$ cat config.mk
export PLATFORM = sky130hd
export DESIGN_NAME = striped_unit_completion_timer
export DESIGN_NICKNAME = d
export VERILOG_FILES = /design/src/rtl/core/sutimer_pkg.sv /design/src/rtl/core/sutimer_store.sv /design/src/rtl/core/striped_unit_completion_timer.sv
export SDC_FILE = /design/constraint.sdc
export NUM_CORES = 2
export LEC_CHECK = 0
export BUFFER_PORTS_ARGS = -buffer_cell sky130_fd_sc_hd__buf_4
export CORE_AREA = 2 2 509 511
export CTS_BUF_LIST = sky130_fd_sc_hd__clkbuf_8 sky130_fd_sc_hd__clkbuf_16
export DETAILED_ROUTE_END_ITERATION = 10
export DIE_AREA = 0 0 511 513
export MAX_ROUTING_LAYER = met4
export PLACE_DENSITY = 0.47
export SLEW_MARGIN = 10
export SYNTH_ARGS = -nofsm -noshare
export SYNTH_HDL_FRONTEND = slang
export SYNTH_SLANG_ARGS = --single-unit
$ cat constraint.sdc
create_clock -name clk_i -period 7.6 [get_ports clk_i]
set_input_delay 1.52 -clock clk_i [delete_from_list [all_inputs] [get_ports clk_i]]
set_output_delay 1.52 -clock clk_i [all_outputs]
set_load 0.03 [all_outputs]
$ cat src/rtl/core/sutimer_pkg.sv
// Shared types and constants of the striped-unit completion timer.
`default_nettype none

package sutimer_pkg;

  localparam int unsigned MAX_UNITS_DEF  = 16;
  localparam int unsigned BLOCK_BITS_DEF = 9;

  localparam int unsigned TIME_W  = 64;
  localparam int unsigned LBA_W   = 48;
  localparam int unsigned LEN_W   = 23;
  localparam int unsigned DLY_W   = 32;
  localparam int unsigned SHIFT_W = 5;
  localparam int unsigned UNITS_W = 5;
  localparam int unsigned CFG_IDX_W = 3;
  localparam int unsigned IN_DATA_W = 136;

  localparam logic [SHIFT_W-1:0] SHIFT_LOW   = 5'd9;
  localparam logic [SHIFT_W-1:0] SHIFT_HIGH  = 5'd24;
  localparam logic [SHIFT_W-1:0] SHIFT_RST   = 5'd12;
  localparam logic [UNITS_W-1:0] UNITS_RST   = 5'd16;

  // piece count: one more bit than the widest quotient of length by 2^SHIFT_LOW
  localparam int unsigned CNT_W = LEN_W - 9 + 1;

  // remainder unit: MOD_STEP dividend bits per cycle
  localparam int unsigned MOD_STEP  = 4;
  localparam int unsigned MOD_ITERS = LBA_W / MOD_STEP;
  localparam int unsigned MOD_IT_W  = $clog2(MOD_ITERS);

  typedef enum logic [CFG_IDX_W-1:0] {
    CFG_UNIT_SHIFT  = 3'd0,
    CFG_UNITS       = 3'd1,
    CFG_READ_SCHED  = 3'd2,
    CFG_READ_MIN    = 3'd3,
    CFG_WRITE_SCHED = 3'd4,
    CFG_WRITE_MIN   = 3'd5
  } cfg_idx_e;

  typedef enum logic [1:0] {
    REQ_READ  = 2'd0,
    REQ_WRITE = 2'd1,
    REQ_FLUSH = 2'd2,
    REQ_OTHER = 2'd3
  } req_type_e;

  typedef enum logic [2:0] {
    ST_IDLE,
    ST_MOD,
    ST_READ,
    ST_EXEC,
    ST_FOLD,
    ST_LOAD
  } state_e;

  typedef struct packed {
    logic rd;
    logic wr;
  } store_cmd_t;

endpackage

`default_nettype wire

$ cat src/rtl/core/sutimer_store.sv
// Per-unit free-time memory with registered read and reset-cleared valid bits.
`default_nettype none

module sutimer_store import sutimer_pkg::*; #(
  parameter int unsigned DEPTH = MAX_UNITS_DEF,
  parameter int unsigned AW    = 4
) (
  input  wire logic              clk_i,
  input  wire logic              rst_ni,
  input  wire store_cmd_t        cmd_i,
  input  wire logic [AW-1:0]     addr_i,
  input  wire logic [TIME_W-1:0] wdata_i,
  output logic [TIME_W-1:0]      rdata_o
);

  logic [TIME_W-1:0] mem_q [DEPTH];
  logic [DEPTH-1:0]  vld_q;
  logic [TIME_W-1:0] rd_q;
  logic              rd_vld_q;

  always_ff @(posedge clk_i) begin
    if (cmd_i.wr) begin
      mem_q[addr_i] <= wdata_i;
    end
    if (cmd_i.rd) begin
      rd_q <= mem_q[addr_i];
    end
  end

  always_ff @(posedge clk_i or negedge rst_ni) begin
    if (!rst_ni) begin
      vld_q    <= '0;
      rd_vld_q <= 1'b0;
    end else begin
      if (cmd_i.wr) begin
        vld_q[addr_i] <= 1'b1;
      end
      if (cmd_i.rd) begin
        rd_vld_q <= vld_q[addr_i];
      end
    end
  end

  assign rdata_o = rd_vld_q ? rd_q : '0;

endmodule

`default_nettype wire

$ cat src/rtl/core/striped_unit_completion_timer.sv
// Top level of the striped-unit completion timer.
`default_nettype none

// One request at a time. A read or write is accepted, passes through the
// 4-bit-per-cycle remainder unit that finds the first unit, takes a read then
// an update of the free-time memory per piece, and finishes with a fold and a
// load of the output register. A flush reads each unit in use; any other type
// goes straight to the fold and load. The memory read-modify-write per piece
// sets the pace. The result sits in an output register, so the next request is taken while it waits.

module striped_unit_completion_timer import sutimer_pkg::*; #(
  parameter int unsigned MAX_UNITS  = MAX_UNITS_DEF,
  parameter int unsigned BLOCK_BITS = BLOCK_BITS_DEF
) (
  input  wire logic                 clk_i,
  input  wire logic                 rst_ni,
  // configuration writes
  input  wire logic                 cfg_valid_i,
  output logic                      cfg_ready_o,
  input  wire logic [CFG_IDX_W-1:0] cfg_index_i,
  input  wire logic [DLY_W-1:0]     cfg_data_i,
  // request stream
  input  wire logic                 s_axis_tvalid,
  output logic                      s_axis_tready,
  // start_block[47:0], byte_length[70:48], start_time[134:71], zero pad
  input  wire logic [IN_DATA_W-1:0] s_axis_tdata,
  // req_type[1:0]
  input  wire logic [1:0]           s_axis_tuser,
  // result stream
  output logic                      m_axis_tvalid,
  input  wire logic                 m_axis_tready,
  // target_time[63:0]
  output logic [TIME_W-1:0]         m_axis_tdata,
  // status[0]
  output logic                      m_axis_tuser
);

  localparam int unsigned UW = (MAX_UNITS > 1) ? $clog2(MAX_UNITS) : 1;

  // configuration registers
  logic [SHIFT_W-1:0] unit_shift_q;
  logic [UNITS_W-1:0] units_q;
  logic [DLY_W-1:0]   rd_sched_q, rd_min_q, wr_sched_q, wr_min_q;

  assign cfg_ready_o = 1'b1;

  always_ff @(posedge clk_i or negedge rst_ni) begin
    if (!rst_ni) begin
      unit_shift_q <= SHIFT_RST;
      units_q      <= UNITS_RST;
      rd_sched_q   <= '0;
      rd_min_q     <= '0;
      wr_sched_q   <= '0;
      wr_min_q     <= '0;
    end else if (cfg_valid_i) begin
      unique case (cfg_index_i)
        CFG_UNIT_SHIFT:  unit_shift_q <= cfg_data_i[SHIFT_W-1:0];
        CFG_UNITS:       units_q      <= cfg_data_i[UNITS_W-1:0];
        CFG_READ_SCHED:  rd_sched_q   <= cfg_data_i;
        CFG_READ_MIN:    rd_min_q     <= cfg_data_i;
        CFG_WRITE_SCHED: wr_sched_q   <= cfg_data_i;
        CFG_WRITE_MIN:   wr_min_q     <= cfg_data_i;
        default: ;
      endcase
    end
  end

  // effective settings
  logic [SHIFT_W-1:0] sh_eff, lsh;
  logic [UNITS_W-1:0] units_eff;

  always_comb begin
    if (unit_shift_q < SHIFT_LOW) begin
      sh_eff = SHIFT_LOW;
    end else if (unit_shift_q > SHIFT_HIGH) begin
      sh_eff = SHIFT_HIGH;
    end else begin
      sh_eff = unit_shift_q;
    end
    lsh = (sh_eff >= SHIFT_W'(BLOCK_BITS)) ? sh_eff - SHIFT_W'(BLOCK_BITS) : '0;
    if (units_q == '0) begin
      units_eff = UNITS_W'(1);
    end else if (32'(units_q) > MAX_UNITS) begin
      units_eff = UNITS_W'(MAX_UNITS);
    end else begin
      units_eff = units_q;
    end
  end

  // input fields
  logic [LBA_W-1:0]  in_lba;
  logic [LEN_W-1:0]  in_len;
  logic [TIME_W-1:0] in_start;
  req_type_e         in_type;

  assign in_lba   = s_axis_tdata[LBA_W-1:0];
  assign in_len   = s_axis_tdata[LBA_W+LEN_W-1:LBA_W];
  assign in_start = s_axis_tdata[LBA_W+LEN_W+TIME_W-1:LBA_W+LEN_W];
  assign in_type  = req_type_e'(s_axis_tuser);

  // piece count: ceil(len / 2^sh), at least one
  logic [LEN_W-1:0] len_mask, len_whole;
  logic [CNT_W-1:0] pieces;

  always_comb begin
    len_mask  = (LEN_W'(1) << sh_eff) - LEN_W'(1);
    len_whole = in_len >> sh_eff;
    pieces    = len_whole[CNT_W-1:0] + CNT_W'(|(in_len & len_mask));
    if (in_len == '0) begin
      pieces = CNT_W'(1);
    end
  end

  // datapath state
  state_e              state_q, state_d;
  logic                is_flush_q, status_q;
  logic [TIME_W-1:0]   start_q, latest_q, end_q;
  logic [DLY_W-1:0]    sd_q, md_q;
  logic [CNT_W-1:0]    cnt_q;
  logic [UW-1:0]       unit_q;
  logic [LBA_W-1:0]    modv_q;
  logic [UNITS_W-1:0]  modr_q;
  logic [MOD_IT_W-1:0] iter_q;
  logic [TIME_W-1:0]   out_q;
  logic                out_st_q, out_vld_q;

  logic              accept, out_load;
  logic [TIME_W-1:0] rdata, piece_end, fold_max, base;
  logic [UNITS_W-1:0] modr_nx;
  logic [UW:0]       unit_inc;
  logic [UW-1:0]     unit_nx;
  store_cmd_t        store_cmd;

  assign s_axis_tready = (state_q == ST_IDLE);
  assign accept        = s_axis_tvalid && s_axis_tready;
  assign out_load      = (state_q == ST_LOAD) && (!out_vld_q || m_axis_tready);

  // remainder unit: MOD_STEP restoring steps on the top dividend bits
  always_comb begin
    logic [UNITS_W:0] t;
    modr_nx = modr_q;
    for (int k = 0; k < MOD_STEP; k++) begin
      t = {modr_nx, modv_q[LBA_W-1-k]};
      if (t >= {1'b0, units_eff}) begin
        t = t - {1'b0, units_eff};
      end
      modr_nx = t[UNITS_W-1:0];
    end
  end

  always_comb begin
    fold_max  = (end_q > latest_q) ? end_q : latest_q;
    base      = (rdata > start_q) ? rdata : start_q;
    piece_end = is_flush_q ? rdata : base + TIME_W'(sd_q);
    unit_inc  = {1'b0, unit_q} + (UW+1)'(1);
    unit_nx   = (32'(unit_inc) >= 32'(units_eff)) ? '0 : unit_inc[UW-1:0];
  end

  // next state
  always_comb begin
    state_d = state_q;
    unique case (state_q)
      ST_IDLE: begin
        if (accept) begin
          unique case (in_type)
            REQ_READ, REQ_WRITE: state_d = ST_MOD;
            REQ_FLUSH:           state_d = ST_READ;
            default:             state_d = ST_FOLD;
          endcase
        end
      end
      ST_MOD:  if (iter_q == MOD_IT_W'(MOD_ITERS - 1)) state_d = ST_READ;
      ST_READ: state_d = ST_EXEC;
      ST_EXEC: state_d = (cnt_q == CNT_W'(1)) ? ST_FOLD : ST_READ;
      ST_FOLD: state_d = ST_LOAD;
      ST_LOAD: if (out_load) state_d = ST_IDLE;
      default: state_d = ST_IDLE;
    endcase
  end

  // store control
  always_comb begin
    store_cmd.rd = (state_q == ST_READ);
    store_cmd.wr = (state_q == ST_EXEC) && !is_flush_q;
  end

  always_ff @(posedge clk_i or negedge rst_ni) begin
    if (!rst_ni) begin
      state_q   <= ST_IDLE;
      out_vld_q <= 1'b0;
    end else begin
      state_q <= state_d;
      if (out_load) begin
        out_vld_q <= 1'b1;
      end else if (m_axis_tready) begin
        out_vld_q <= 1'b0;
      end
    end
  end

  always_ff @(posedge clk_i) begin
    unique case (state_q)
      ST_IDLE: begin
        if (accept) begin
          start_q    <= in_start;
          is_flush_q <= (in_type == REQ_FLUSH);
          status_q   <= (in_type == REQ_OTHER);
          latest_q   <= (in_type == REQ_FLUSH) ? '0 : in_start;
          end_q      <= (in_type == REQ_FLUSH) ? '0 : in_start;
          sd_q       <= (in_type == REQ_WRITE) ? wr_sched_q : rd_sched_q;
          md_q       <= (in_type == REQ_WRITE) ? wr_min_q :
                        (in_type == REQ_READ)  ? rd_min_q : '0;
          cnt_q      <= (in_type == REQ_FLUSH) ? CNT_W'(units_eff) : pieces;
          unit_q     <= '0;
          modv_q     <= in_lba >> lsh;
          modr_q     <= '0;
          iter_q     <= '0;
        end
      end
      ST_MOD: begin
        modv_q <= modv_q << MOD_STEP;
        modr_q <= modr_nx;
        iter_q <= iter_q + MOD_IT_W'(1);
        if (iter_q == MOD_IT_W'(MOD_ITERS - 1)) begin
          unit_q <= UW'(modr_nx);
        end
      end
      ST_READ: latest_q <= fold_max;
      ST_EXEC: begin
        end_q  <= piece_end;
        cnt_q  <= cnt_q - CNT_W'(1);
        unit_q <= unit_nx;
      end
      ST_FOLD: latest_q <= fold_max;
      ST_LOAD: begin
        if (out_load) begin
          out_q    <= latest_q + TIME_W'(md_q);
          out_st_q <= status_q;
        end
      end
      default: ;
    endcase
  end

  sutimer_store #(
    .DEPTH (MAX_UNITS),
    .AW    (UW)
  ) u_store (
    .clk_i   (clk_i),
    .rst_ni  (rst_ni),
    .cmd_i   (store_cmd),
    .addr_i  (unit_q),
    .wdata_i (piece_end),
    .rdata_o (rdata)
  );

  assign m_axis_tvalid = out_vld_q;
  assign m_axis_tdata  = out_q;
  assign m_axis_tuser  = out_st_q;

endmodule

`default_nettype wire

==> impl_results.md <==
* Slew at the pin closest to its max-slew limit at 1230 ps
* # DRC at 0
* Placed wire-length estimate after detailed placement at 143000 um
* All-layer global routing usage at 0.169
* Number of nets with antenna violations after routing at 0
* Clock Sink Count at 1646
* Total die area at 262000 sq um
* Total Neg Setup Slack at 0 ps
* Via count of the first global-routing pass at 46200
* Final Hold Fails at 0
* Number of H-tree levels at 4
* Dominant synthesized flop cell: edfxtp_1
* Peak fanout along the critical path at 48
* PD cells at 241 nW/um^2
* Max Clock Skew at 40.5 ps
* Die span in y at 513 um
* Total core area at 256000 sq um
* First-pass GRT wire length at 320000 um
* Drt first pass iters at 5
* FP Rows at 186
* Max cap viols at 0
* Delay of the slowest cell on the worst path at 500 ps
* Initial Utilization at 0.300
* Worst VDD drop at 0.212 mV
* Element type at the critical path end: flip-flop
* Vias after detailed routing at 45900
* Clock period minus worst slack at 7190 ps
* Register-to-Register Path Depth at 25
* Cell type with the highest occurrence count on the critical path: buf_4
* Buffering stage count on the worst path with inverters included at 5
* Stages on the worst setup path at 25
* DR vias/cell at 5.06
* Post-Route WL at 218000 um
* Dominant cells by area after synthesis: edfxtp_1 (58%), mux4_2 (9.7%), dfrtp_1 (5.1%), ha_1 (3.8%), mux2_2 (2.6%)
* Setup violation total in the final timing report at 0
* Overall die width at 511 um
* Latest clock arrival within the worst-skew pair at 850 ps
* Crit path arrival time at 7760 ps
* Hold Path Stages at 0
* Power, Total at 21.6 mW
* Synthesis-to-layout area growth at 16.3%
* Type of origin of the critical path: flip-flop
* Total standard cell area after synthesis at 76800 sq um
* CTS max path bufs at 3
* Outcome: finished, final reports clean
* Worst Setup Slack post-DPL at -452 ps
* WL/cell at 24.1 um
* Io pins at 246
* GRT overflow at 0
* Non-filler cells, final at 9075
* Area share of the largest cell type after synthesis at 0.582
* Number of filler cells placed in the layout at 24500
* Area taken by flip-flops and latches at 48600 sq um
* IO Port Bufs at 243
* Worst Setup Path Type: reg -> reg
* Root Buffer Master: clkbuf_16
* Area of the multi-input gates at 26600 sq um
* Critical Path RT at 8170 ps
* DRC marker count from the first detailed-route iteration at 4043
* Cell type contributing the most total cell area after synthesis: edfxtp_1
* Number of synthesized register bits at 1646
* Synthesized instance count at 5210
* Register area share after synthesis at 0.634
* Leakage power total at 32.5 nW
* TritonCTS Buffers at 172
* Number of distinct library cells after synthesis at 93
* HP Class: reg -> reg
* TritonCTS clock tree: done
* Critical-path top delay cell: nor4_1
* Post-route worst setup slack at 411 ps
* Crit-path leading delay family: simple AND/OR/NAND/NOR gates
* Proportion of layout cells with a drive suffix above 1 at 0.225
* Largest net degree at the start of global routing at 111
* Syn_area_per_cell at 14.7 sq um
* Count of synthesis-stage warnings from yosys at 0
* Total Nets Final at 5950
* Worst relative slew slack at 0.174
* Achievable Freq at 139 MHz
* Dpl cells at 8739
* Period utilisation layout at 0.946
* Final slew viol count at 0
* Hold Slack at 444 ps
* Worst reg2reg setup slack at 410 ps
* Number of antenna violations at the first check in global routing at 12
* Number of enable flip-flop cells after synthesis at 1487
* CTS clk-pin slew, worst paths at 70 ps
* Async S/R FF share, synth at 0.0966
* Placer congestion estimate at 0.897
==> routing by layer <==
layer,vias to the layer above,part of all wire,GRT usage
met5,-,0,-
met4,0,0.022,0.0444
met3,281,0.047,0.0210
met2,1182,0.44,0.249
met1,23700,0.49,0.245
li1,20800,-,-
==> placed cells by master (no fill, tap or decap), types with 18 or more instances in the layout <==
cell / Yosys / routed
edfxtp_1: 1487 / 1487
nand2_1: 470 / 466
buf_4: 2 / 397
mux4_2: 329 / 329
inv_1: 223 / 264
nor2_1: 236 / 235
ha_1: 232 / 231
o21ai_0: 239 / 227
mux2i_1: 191 / 188
a21oi_1: 187 / 181
mux2_2: 180 / 180
clkbuf_16: 0 / 173
dfrtp_1: 156 / 155
xnor2_1: 115 / 115
nand3_1: 115 / 114
nor3_1: 68 / 65
a21o_1: 64 / 64
nand4_1: 61 / 61
nor4_1: 43 / 42
a31oi_1: 41 / 41
a211oi_1: 42 / 40
and2_1: 52 / 38
and3_1: 40 / 36
clkinv_2: 1 / 36
o21a_1: 34 / 33
xor2_1: 34 / 33
clkinv_1: 1 / 30
nand2b_1: 23 / 22
nor2b_1: 22 / 21
or2_2: 21 / 21
o21bai_1: 19 / 19
o22ai_1: 19 / 18
==> synthesized netlist by cell type, types with 34 or more instances <==
library cell     n
dfrtp_1        156
xor2_1          34
buf_1           44
nand2_1        470
mux4_2         329
xnor2_1        115
nand3_1        115
edfxtp_1      1487
a31oi_1         41
mux2i_1        191
inv_1          223
and3_1          40
ha_1           232
nor4_1          43
mux2_2         180
a21oi_1        187
o21ai_0        239
nor3_1          68
clkbuf_1       199
a211oi_1        42
nor2_1         236
and2_1          52
o21a_1          34
a21o_1          64
nand4_1         61
==> cell type report <==
cell class / count / area share
flip-flops and latches: 1646 / 0.545
multi-input cells: 3078 / 0.299
inverters: 226 / 0.00957
diodes: 9 / 0.000252
clock buffers: 178 / 0.0493
clock inverters: 144 / 0.0140
well taps: 3384 / 0.0474
repair buffers: 410 / 0.0360
==> per-stage QoR <==
step | cell area [sq um] | utilization
2_1_floorplan | 76800 | -
3_3_place_gp | 83400 | 0.326
3_5_place_dp | 83400 | 0.326
4_1_cts | 89100 | 0.348
5_1_grt | 89200 | 0.348
6_report | 89300 | 0.348
==> path summary, 6_finish.rpt <==
check,endpoint,from
worst max-delay path,u_store.mem_q[10][47],u_store.rd_vld_q
worst min-delay path,m_axis_tuser,status_q
worst max register to register,u_store.mem_q[10][47],u_store.rd_vld_q
worst min register to register,m_axis_tuser,status_q
max in group asynchronous,rd_min_q[30],rst_ni
min in group asynchronous,wr_min_q[0],rst_ni
==> cell families after synthesis <==
family,Yosys count,share of synthesized area
flip-flops,1646,0.634
AND/OR/NAND/NOR,1199,0.0726
buffers and inverters,488,0.0244
adder cells (fa/ha/maj),238,0.0394
other,1,0.0000488
XOR/XNOR,150,0.0174
multiplexers,700,0.148
AO/OA/AOI/OAI,788,0.0648
==> sequential cells by signal, summed over array words and instances (netlist names), 4 cells and up <==
signal and cells:
unit_shift_q 5, iter_q 4, unit_q 4, start_q 64
u_store.vld_q 16, modv_q 48, sd_q 32, u_store.mem_q 1024
wr_sched_q 32, rd_sched_q 32, rd_min_q 32, u_store.rd_q 64
end_q 64, modr_q 5, m_axis_tdata 64, units_q 5
cnt_q 15, md_q 32, latest_q 64, wr_min_q 32
==> where the power goes <==
group | total, mW | internal, mW | leakage [nW] | switching, mW
clock | 8.40 | 4.74 | 2.94 | 3.66
sequential | 10.1 | 10.0 | 15.5 | 0.104
combinational | 3.05 | 1.33 | 14.1 | 1.72
==> what timing repair did <==
action,CTS,global route
gates resized for setup,4,19
buffers inserted,0,5
pin swaps,0,8
hold buffers,0,0
endpoints found under the setup margin,544,487
(Power assumes the default switching activity.)
